`src/rtl/hbvsm_pkg.sv`:
```
// Shared types, constants and the exp2 factor table for the HBV soil moisture step.
// Used by every module of the block; no dependencies.
package hbvsm_pkg;

  localparam int CNT_W = 5;
  localparam int CFG_W = 2;

  localparam logic [CFG_W-1:0] CFG_CAPACITY = 2'd0;
  localparam logic [CFG_W-1:0] CFG_LP       = 2'd1;
  localparam logic [CFG_W-1:0] CFG_BETA     = 2'd2;

  localparam logic [31:0] CAPACITY_RST = 32'd9830400;
  localparam logic [16:0] LP_RST       = 17'd45875;
  localparam logic [15:0] BETA_RST     = 16'd8192;

  typedef enum logic [3:0] {
    ST_IDLE,
    ST_DEN,
    ST_RDIV,
    ST_PCHK,
    ST_LOG,
    ST_NLO,
    ST_NHI,
    ST_EXP,
    ST_PSH,
    ST_HSW,
    ST_ET,
    ST_FDIV,
    ST_ETMUL,
    ST_DONE
  } state_e;

  typedef struct packed {
    state_e           st;
    logic [CNT_W-1:0] cnt;
    logic             accept;
    logic             commit;
  } ctl_t;

  typedef struct packed {
    logic at_cap;
    logic pow_skip;
    logic et_full;
  } stat_t;

  typedef struct packed {
    logic [31:0] soil;
    logic [31:0] runoff;
    logic [31:0] et;
    logic [39:0] accum;
  } res_t;

  typedef logic [30:0] fac_tab_t [32];

  function automatic logic [63:0] isqrt64(input logic [63:0] x);
    logic [63:0] res;
    logic [63:0] b;
    logic [63:0] xx;
    res = '0;
    b   = 64'h4000_0000_0000_0000;
    xx  = x;
    for (int i = 0; i < 32; i++) begin
      if (b > xx) b = b >> 2;
    end
    for (int i = 0; i < 32; i++) begin
      if (b != 64'd0) begin
        if (xx >= res + b) begin
          xx  = xx - (res + b);
          res = (res >> 1) + b;
        end else begin
          res = res >> 1;
        end
        b = b >> 2;
      end
    end
    return res;
  endfunction

  // fac[k] = 2^-(2^-(k+1)) in Q1.30, by repeated integer roots
  function automatic fac_tab_t build_fac();
    fac_tab_t    t;
    logic [63:0] f;
    f    = isqrt64(64'd1 << 59);
    t[0] = f[30:0];
    for (int k = 1; k < 32; k++) begin
      f    = isqrt64(f << 30);
      t[k] = f[30:0];
    end
    return t;
  endfunction

  localparam fac_tab_t FAC = build_fac();

endpackage

```
`src/rtl/hbv_soil_moisture_step.sv`:
```
// HBV soil moisture step, one simulated day per item, one result per item.
// Shortest path from accept to registered result when soil is at capacity and ET is
// unlimited; the longest path is set by the two 16-step divisions and the log2/exp2
// loops on the shared multiplier. One item in flight; next item accepted in the cycle
// after its result is registered, and result stalls delay it. Reset: stores zero,
// registers at defaults.
module hbv_soil_moisture_step import hbvsm_pkg::*; #(
  parameter int POW_ITERATIONS = 16
) (
  input  logic             clk_i,
  input  logic             rst_ni,
  input  logic             cfg_we_i,
  input  logic [CFG_W-1:0] cfg_idx_i,
  input  logic [31:0]      cfg_data_i,
  input  logic             in_valid_i,
  output logic             in_stall_o,
  input  logic [31:0]      precip_in_i,
  input  logic [31:0]      pet_i,
  output logic             out_valid_o,
  input  logic             out_stall_i,
  output logic [31:0]      soil_level_o,
  output logic [31:0]      runoff_out_o,
  output logic [31:0]      actual_et_o,
  output logic [39:0]      runoff_accum_o
);

  logic [31:0] cap_q;
  logic [16:0] lp_q;
  logic [15:0] beta_q;
  logic        out_valid_q;
  res_t        out_q;
  res_t        res;
  stat_t       stat;
  ctl_t        ctl;
  logic        out_free;

  assign out_free = !out_valid_q || !out_stall_i;

  hbvsm_ctrl #(.POW_ITERATIONS(POW_ITERATIONS)) u_ctrl (
    .clk_i      (clk_i),
    .rst_ni     (rst_ni),
    .in_valid_i (in_valid_i),
    .out_free_i (out_free),
    .stat_i     (stat),
    .ctl_o      (ctl)
  );

  hbvsm_dp #(.POW_ITERATIONS(POW_ITERATIONS)) u_dp (
    .clk_i       (clk_i),
    .rst_ni      (rst_ni),
    .ctl_i       (ctl),
    .capacity_i  (cap_q),
    .lp_i        (lp_q),
    .beta_i      (beta_q),
    .precip_in_i (precip_in_i),
    .pet_i       (pet_i),
    .stat_o      (stat),
    .res_o       (res)
  );

  always_ff @(posedge clk_i or negedge rst_ni) begin
    if (!rst_ni) begin
      cap_q  <= CAPACITY_RST;
      lp_q   <= LP_RST;
      beta_q <= BETA_RST;
    end else if (cfg_we_i) begin
      case (cfg_idx_i)
        CFG_CAPACITY: cap_q  <= cfg_data_i;
        CFG_LP:       lp_q   <= cfg_data_i[16:0];
        CFG_BETA:     beta_q <= cfg_data_i[15:0];
        default: ;
      endcase
    end
  end

  always_ff @(posedge clk_i or negedge rst_ni) begin
    if (!rst_ni) begin
      out_valid_q <= 1'b0;
    end else if (ctl.commit) begin
      out_valid_q <= 1'b1;
    end else if (!out_stall_i) begin
      out_valid_q <= 1'b0;
    end
  end

  always_ff @(posedge clk_i) begin
    if (ctl.commit) out_q <= res;
  end

  assign in_stall_o     = (ctl.st != ST_IDLE);
  assign out_valid_o    = out_valid_q;
  assign soil_level_o   = out_q.soil;
  assign runoff_out_o   = out_q.runoff;
  assign actual_et_o    = out_q.et;
  assign runoff_accum_o = out_q.accum;

endmodule

```
`src/rtl/hbvsm_ctrl.sv`:
```
// Sequencer of the HBV soil moisture step: state, step counter, accept and commit.
// Depends on hbvsm_pkg.
module hbvsm_ctrl import hbvsm_pkg::*; #(
  parameter int POW_ITERATIONS = 16
) (
  input  logic  clk_i,
  input  logic  rst_ni,
  input  logic  in_valid_i,
  input  logic  out_free_i,
  input  stat_t stat_i,
  output ctl_t  ctl_o
);

  localparam int N = (POW_ITERATIONS > 32) ? 32 : POW_ITERATIONS;
  localparam logic [CNT_W-1:0] LAST_POW = CNT_W'(N - 1);
  localparam logic [CNT_W-1:0] LAST_DIV = CNT_W'(15);

  state_e           st_q, st_d;
  logic [CNT_W-1:0] cnt_q, cnt_d;
  logic             last;

  always_comb begin
    case (st_q)
      ST_RDIV, ST_FDIV: last = (cnt_q == LAST_DIV);
      ST_LOG, ST_EXP:   last = (cnt_q == LAST_POW);
      default:          last = 1'b0;
    endcase
  end

  always_comb begin
    st_d = st_q;
    case (st_q)
      ST_IDLE:  if (in_valid_i) st_d = ST_DEN;
      ST_DEN:   st_d = stat_i.at_cap ? ST_ET : ST_RDIV;
      ST_RDIV:  if (last) st_d = ST_PCHK;
      ST_PCHK:  st_d = stat_i.pow_skip ? ST_HSW : ST_LOG;
      ST_LOG:   if (last) st_d = ST_NLO;
      ST_NLO:   st_d = ST_NHI;
      ST_NHI:   st_d = ST_EXP;
      ST_EXP:   if (last) st_d = ST_PSH;
      ST_PSH:   st_d = ST_HSW;
      ST_HSW:   st_d = ST_ET;
      ST_ET:    st_d = stat_i.et_full ? ST_DONE : ST_FDIV;
      ST_FDIV:  if (last) st_d = ST_ETMUL;
      ST_ETMUL: st_d = ST_DONE;
      ST_DONE:  if (out_free_i) st_d = ST_IDLE;
      default:  st_d = ST_IDLE;
    endcase
  end

  always_comb begin
    cnt_d         = (st_d != st_q) ? '0 : cnt_q + CNT_W'(1);
    ctl_o.st      = st_q;
    ctl_o.cnt     = cnt_q;
    ctl_o.accept  = (st_q == ST_IDLE) && in_valid_i;
    ctl_o.commit  = (st_q == ST_DONE) && out_free_i;
  end

  always_ff @(posedge clk_i or negedge rst_ni) begin
    if (!rst_ni) begin
      st_q  <= ST_IDLE;
      cnt_q <= '0;
    end else begin
      st_q  <= st_d;
      cnt_q <= cnt_d;
    end
  end

endmodule

```
`src/rtl/hbvsm_dp.sv`:
```
// Datapath of the HBV soil moisture step: shared 32x32 multiplier, shared divider
// subtractor, working registers and the soil and runoff stores. Depends on hbvsm_pkg.
module hbvsm_dp import hbvsm_pkg::*; #(
  parameter int POW_ITERATIONS = 16
) (
  input  logic        clk_i,
  input  logic        rst_ni,
  input  ctl_t        ctl_i,
  input  logic [31:0] capacity_i,
  input  logic [16:0] lp_i,
  input  logic [15:0] beta_i,
  input  logic [31:0] precip_in_i,
  input  logic [31:0] pet_i,
  output stat_t       stat_o,
  output res_t        res_o
);

  localparam int N   = (POW_ITERATIONS > 32) ? 32 : POW_ITERATIONS;
  localparam int NLW = N + 5;

  logic [31:0]  soil_q, soil_d;
  logic [39:0]  store_q, store_d;
  logic [31:0]  precip_q, precip_d;
  logic [31:0]  pet_q, pet_d;
  logic [48:0]  denom_q, denom_d;
  logic [49:0]  rem_q, rem_d;
  logic [15:0]  quo_q, quo_d;
  logic [3:0]   p_q, p_d;
  logic [30:0]  m_q, m_d;
  logic [N-1:0] frac_q, frac_d;
  logic [47:0]  acc_q, acc_d;
  logic [41:0]  e_q, e_d;
  logic [N-1:0] fp_q, fp_d;
  logic [30:0]  v_q, v_d;
  logic [16:0]  pw_q, pw_d;
  logic [31:0]  sw_q, sw_d;
  logic [32:0]  run_q, run_d;
  logic [31:0]  dem_q, dem_d;

  logic [31:0]  mul_a, mul_b;
  logic [63:0]  prod;
  logic [49:0]  dv, dt;
  logic         dge;
  logic [3:0]   p_enc;
  logic [NLW-1:0] neglog;
  logic [63:0]  nl64;
  logic [53:0]  esum;
  logic [31:0]  sq;
  logic [30:0]  et_t;
  logic         ebig;
  logic [4:0]   sh;
  logic [31:0]  hsw;
  logic [32:0]  soil_t, run_t;
  logic [31:0]  taken, soil_new, run32;
  logic [40:0]  store_sum;

  always_comb begin
    p_enc = '0;
    for (int k = 0; k < 16; k++) begin
      if (quo_q[k]) p_enc = 4'(k);
    end
  end

  assign neglog = (NLW'(5'd16 - {1'b0, p_q}) << N) - NLW'(frac_q);
  assign nl64   = 64'(neglog);

  always_comb begin
    case (ctl_i.st)
      ST_DEN:   begin mul_a = capacity_i;      mul_b = 32'(lp_i);              end
      ST_LOG:   begin mul_a = 32'(m_q);        mul_b = 32'(m_q);               end
      ST_NLO:   begin mul_a = nl64[31:0];      mul_b = 32'(beta_i);            end
      ST_NHI:   begin mul_a = nl64[63:32];     mul_b = 32'(beta_i);            end
      ST_EXP:   begin mul_a = 32'(v_q);        mul_b = 32'(FAC[ctl_i.cnt]);    end
      ST_HSW:   begin mul_a = precip_q;        mul_b = 32'(17'h10000 - pw_q);  end
      ST_ETMUL: begin mul_a = pet_q;           mul_b = 32'(quo_q);             end
      default:  begin mul_a = '0;              mul_b = '0;                     end
    endcase
  end

  assign prod = 64'(mul_a) * 64'(mul_b);

  assign dv  = (ctl_i.st == ST_RDIV) ? 50'(capacity_i) : 50'(denom_q);
  assign dt  = {rem_q[48:0], 1'b0};
  assign dge = (dt >= dv);

  assign esum = 54'(acc_q) + (54'(prod[20:0]) << 32);
  assign sq   = prod[61:30];
  assign et_t = prod[60:30];
  assign ebig = (e_q >> N) > 42'd16;
  assign sh   = 5'd14 + e_q[N +: 5];
  assign hsw  = prod[47:16];

  assign soil_t = 33'(soil_q) + 33'(hsw);
  assign run_t  = 33'(precip_q) - 33'(hsw);

  assign stat_o.at_cap   = (soil_q >= capacity_i);
  assign stat_o.pow_skip = (beta_i == 16'd0) || (quo_q == 16'd0);
  assign stat_o.et_full  = (denom_q == 49'd0) || ({1'b0, soil_q, 16'h0} >= denom_q);

  assign taken     = (sw_q > dem_q) ? dem_q : sw_q;
  assign soil_new  = sw_q - taken;
  assign run32     = run_q[32] ? 32'hFFFF_FFFF : run_q[31:0];
  assign store_sum = 41'(store_q) + 41'(run32);

  assign res_o.soil   = soil_new;
  assign res_o.runoff = run32;
  assign res_o.et     = taken;
  assign res_o.accum  = store_sum[40] ? 40'hFF_FFFF_FFFF : store_sum[39:0];

  always_comb begin
    soil_d   = soil_q;
    store_d  = store_q;
    precip_d = precip_q;
    pet_d    = pet_q;
    denom_d  = denom_q;
    rem_d    = rem_q;
    quo_d    = quo_q;
    p_d      = p_q;
    m_d      = m_q;
    frac_d   = frac_q;
    acc_d    = acc_q;
    e_d      = e_q;
    fp_d     = fp_q;
    v_d      = v_q;
    pw_d     = pw_q;
    sw_d     = sw_q;
    run_d    = run_q;
    dem_d    = dem_q;
    if (ctl_i.accept) begin
      precip_d = precip_in_i;
      pet_d    = pet_i;
    end
    case (ctl_i.st)
      ST_DEN: begin
        denom_d = prod[48:0];
        rem_d   = 50'(soil_q);
        quo_d   = '0;
        sw_d    = capacity_i;
        run_d   = 33'(precip_q) + 33'(soil_q - capacity_i);
      end
      ST_RDIV, ST_FDIV: begin
        rem_d = dge ? dt - dv : dt;
        quo_d = {quo_q[14:0], dge};
      end
      ST_PCHK: begin
        pw_d   = (beta_i == 16'd0) ? 17'h10000 : 17'd0;
        p_d    = p_enc;
        m_d    = 31'(quo_q) << (5'd30 - {1'b0, p_enc});
        frac_d = '0;
      end
      ST_LOG: begin
        m_d    = sq[31] ? sq[31:1] : sq[30:0];
        frac_d = {frac_q[N-2:0], sq[31]};
      end
      ST_NLO: acc_d = prod[47:0];
      ST_NHI: begin
        e_d  = esum[53:12];
        fp_d = esum[N+11:12];
        v_d  = 31'h4000_0000;
      end
      ST_EXP: begin
        v_d  = fp_q[N-1] ? et_t : v_q;
        fp_d = fp_q << 1;
      end
      ST_PSH: pw_d = ebig ? 17'd0 : 17'(v_q >> sh);
      ST_HSW: begin
        if (soil_t > 33'(capacity_i)) begin
          sw_d  = capacity_i;
          run_d = run_t + (soil_t - 33'(capacity_i));
        end else begin
          sw_d  = soil_t[31:0];
          run_d = run_t;
        end
      end
      ST_ET: begin
        dem_d = pet_q;
        rem_d = 50'({soil_q, 16'h0});
        quo_d = '0;
      end
      ST_ETMUL: dem_d = prod[47:16];
      default: ;
    endcase
    if (ctl_i.commit) begin
      soil_d  = res_o.soil;
      store_d = res_o.accum;
    end
  end

  always_ff @(posedge clk_i or negedge rst_ni) begin
    if (!rst_ni) begin
      soil_q  <= '0;
      store_q <= '0;
    end else begin
      soil_q  <= soil_d;
      store_q <= store_d;
    end
  end

  always_ff @(posedge clk_i) begin
    precip_q <= precip_d;
    pet_q    <= pet_d;
    denom_q  <= denom_d;
    rem_q    <= rem_d;
    quo_q    <= quo_d;
    p_q      <= p_d;
    m_q      <= m_d;
    frac_q   <= frac_d;
    acc_q    <= acc_d;
    e_q      <= e_d;
    fp_q     <= fp_d;
    v_q      <= v_d;
    pw_q     <= pw_d;
    sw_q     <= sw_d;
    run_q    <= run_d;
    dem_q    <= dem_d;
  end

endmodule

```
`config.mk`:
```
export PLATFORM = sky130hd
export DESIGN_NAME = hbv_soil_moisture_step
export DESIGN_NICKNAME = d
export VERILOG_FILES = /design/src/rtl/hbvsm_pkg.sv /design/src/rtl/hbv_soil_moisture_step.sv /design/src/rtl/hbvsm_ctrl.sv /design/src/rtl/hbvsm_dp.sv
export SDC_FILE = /design/constraint.sdc
export NUM_CORES = 2
export LEC_CHECK = 0
export BUFFER_PORTS_ARGS = -buffer_cell sky130_fd_sc_hd__buf_4
export CAP_MARGIN = 30
export CORE_MARGIN = 2
export CORE_UTILIZATION = 28
export DETAILED_ROUTE_END_ITERATION = 10
export PLACE_DENSITY = 0.53
export SLEW_MARGIN = 20
export SYNTH_ARGS = -nofsm -noshare
export SYNTH_HDL_FRONTEND = slang
export SYNTH_SLANG_ARGS = --single-unit
```
`constraint.sdc`:
```
create_clock -name clk_i -period 38.2 [get_ports clk_i]
set_clock_uncertainty 0.2 [all_clocks]
set_input_delay 0 -clock clk_i [delete_from_list [all_inputs] [get_ports clk_i]]
set_output_delay 0 -clock clk_i [all_outputs]
set_load 0.1 [all_outputs]
```
==> impl_results.md <==
- Multiplexer share of the synthesized area: 3.37%
- Compound-gate portion of the synthesized area: between 10% and 20%
- Antenna violations before repair: 15
- EDFF count, synth: 588
- Final setup TNS: 0 ps
- TritonCTS clock tree: built
- Full die area: ~300000 um^2
- Status: finished, final reports clean
- HP Start: cfg_data_i[4]
- Clock Tree Root: clkbuf_16
- Die Ht: 548 um
- Number of fillers in the final layout: 30.4k
- R2R depth: 58
- Post-CTS Setup Repair Bufs: 0
- Initial core utilization: around 28%
- Synth Register Bits: 735
- PortBufs: 240
- NumNets Final: 10.9k
- Synth warnings: 0
- Wire length per cell: 26.7 um
- TritonCTS buffer count: 87
- Worst-Margin Slew: 1140 ps
- Max FO, Critical Path: slightly below 60
- Final setup vio count: 0
- Crit. End Element: register
- CP startpoint kind: register
- Clock slew at reported path FFs: 60 ps
- Final Hold Fails: 0
- Max-slew violations: 0
- Largest net degree at the start of global routing: 97
- Sink Count: 735
- Area Growth Syn to Fin: 14.8%
- DRC: 0
- Total GRT Usage: a little under a quarter
- Tcrit/Tclk final: 48.2%
- Worst R2R End: u_dp.sw_q[31]
- WP data arrival: 18670 ps
- Cells after Synth: 8881
- Tmin final: 18420 ps
- Iter 0 DRT Violations: 7400
- RSZ-0062 raised after global routing: false
- Min-delay worst type: input pin to register
- Reg2reg start: u_ctrl.st_q[0]
- WHS Path Cells: 4
- H-tree depth: 3
- Post-synthesis area per instance: 9.32 um^2
- Total gr overflow: 0
- Post-Syn Area: between 80000 and 90000 um^2
- Num ports: 241
- Post-synth ARST share: 20.0%
- Rows: ~200
- Layout cells sized above 1: under 10%
- Slowest-stage cell, CP: dfrtp_1
- DPL Wire Length: 280 mm
- Die X: around 550 um
- Yosys cell types: roughly 110
- Clock buffer depth: 3
- Routed Antenna Nets: 0
- Hold endpoint: cap_q[4]
- Slew HR: 23.1%
- Drt pass-1 iters: 7
- Skew-Pair Late Insertion Delay: 770 ps
- Vias: 69.5k
- Synth Area in XOR/XNOR: 3.37%
- Routability cong.: 1.01
- Drt total wl: around 350 mm
- Total of max-cap violations: 0
- Critical Path RT: 38450 ps
- Synth Net Count: approximately 11k
- Crit-path max cell delay: 850 ps
- Seq/Total Area, Yosys: 25.8%
- R2R setup slack: 19780 ps
- Most frequent cells in the layout: 1374 x inv_1, 1312 x nand2_1, 965 x fa_1, 638 x ha_1, 588 x edfxtp_1
- Post-synthesis adder-cell area fraction: ~33%
- Critical path type: register to register
- Most common cell after layout, fill and taps aside: inv_1
- Vias in the first global route: about 71k
- Dominant cell type by count on the critical path: fa_1
- Prevailing post-synth register cell: edfxtp_1
- Simple-gate share of the synthesized area: 13.9%
- Main combinational cell family by area after synthesis: adder cells
- First-pass GRT wire length: 506 mm
- Core area: ~290000 um^2
- Via density: 5.25
- Max Freq: 54.3 MHz
==> through the flow <==
step,hold slack [ps],instance area (um^2),cells,util (%),worst slack [ps]
finish,31.0,95100,13200,32.3,19780
global route,52.6,95000,13200,32.3,19060
CTS,3.40,95000,13200,32.3,20070
detailed placement,-200,89600,12800,30.5,20170
global placement,-194,89500,12800,30.4,20370
floorplan,-496,82800,8881,-,22880
==> worst max-delay path, delay by kind of cell, from the launching register on <==
kind                       cells  cell delay [ps]
adders and majority gates     12             5320
AOI/OAI and AO/OA             18             4280
buffers and inverters         13             3480
and+or+nand+nor               12             2510
DFF                            1              850
xor gates and xnor gates       2              850
muxes                          1              410
==> metal layers <==
layer	wire length [um]	global-route usage, %	up-vias
met5	55	0	-
met4	22600	12.3	8
met3	29400	4.11	685
met2	158000	36.8	3458
met1	143000	30.0	35200
li1	-	-	30200
==> sequential cells by signal, indices dropped and copies added, names as in the netlist, 33 cells and up <==
register        count
u_dp.rem_q         49
runoff_accum_o     40
u_dp.run_q         33
u_dp.store_q       40
u_dp.acc_q         36
u_dp.denom_q       49
==> how the worst max path moves through the flow <==
stage	from	end	cells after the start
after detailed placement	u_ctrl.st_q[0]	u_dp.sw_q[22]	57
after global routing	u_ctrl.st_q[0]	u_dp.sw_q[31]	57
after CTS	u_ctrl.st_q[0]	u_dp.sw_q[30]	57
after global placement	u_dp.pw_q[0]	u_dp.sw_q[29]	52
final	u_ctrl.st_q[0]	u_dp.sw_q[31]	58
after floorplan	u_ctrl.st_q[0]	u_dp.run_q[32]	55
==> timing repair <==
item,CTS,global route
endpoints found under the hold margin,332,0
hold buffers,234,0
gates resized for setup,0,0
==> kinds of logic (layout without fill, tap and decap cells) <==
family	Yosys count	in the layout
compound gates	1588	1588
xor+xnor	313	313
fa+ha+maj	1610	1610
buf+inv	1765	2195
flops	735	735
mux	243	243
other cells	0	7
simple gates	2627	2627
==> final cells by class <==
class / count / area, um^2 / area share [%]
clock buffers: 106 / 2310 / 2.43
multi-input cells: 6381 / 55000 / 57.9
diodes: 7 / 17.5 / 0.0184
flip-flops and latches: 735 / 21400 / 22.5
well taps: 3919 / 4900 / 5.16
repair buffers: 651 / 5550 / 5.84
inverters: 1381 / 5190 / 5.46
clock inverters: 57 / 699 / 0.736
==> cells in the mapped netlist (24+ instances only) <==
library cell | count | area [um^2]
ha_1 | 638 | 7980
a222oi_1 | 25 | 250
or3_1 | 24 | 150
mux2i_1 | 149 | 1490
o21a_1 | 82 | 616
or2_2 | 49 | 307
a21oi_1 | 411 | 2060
o21ai_0 | 319 | 1600
o211ai_1 | 25 | 188
nand4_1 | 65 | 407
a21o_1 | 180 | 1350
and3_1 | 44 | 275
clkbuf_1 | 346 | 1300
o22ai_1 | 35 | 219
o31ai_1 | 26 | 195
edfxtp_1 | 588 | 17700
nand3_1 | 127 | 636
nor3_1 | 84 | 420
a211oi_1 | 47 | 353
a22oi_1 | 64 | 480
xor2_1 | 96 | 841
xnor2_1 | 211 | 1850
mux2_2 | 72 | 811
nor4_1 | 36 | 225
nand2_1 | 1315 | 4940
nor2_1 | 589 | 2210
o21bai_1 | 65 | 488
and2_1 | 122 | 763
inv_1 | 1376 | 5160
fa_1 | 965 | 19300
nand2b_1 | 57 | 357
dfrtp_1 | 133 | 3330
o21ai_1 | 34 | 170
a31oi_1 | 92 | 576
nor2b_1 | 64 | 400
Power is not shown: default switching activity piles up to over one toggle a cycle in this logic, so the estimate is an artifact.
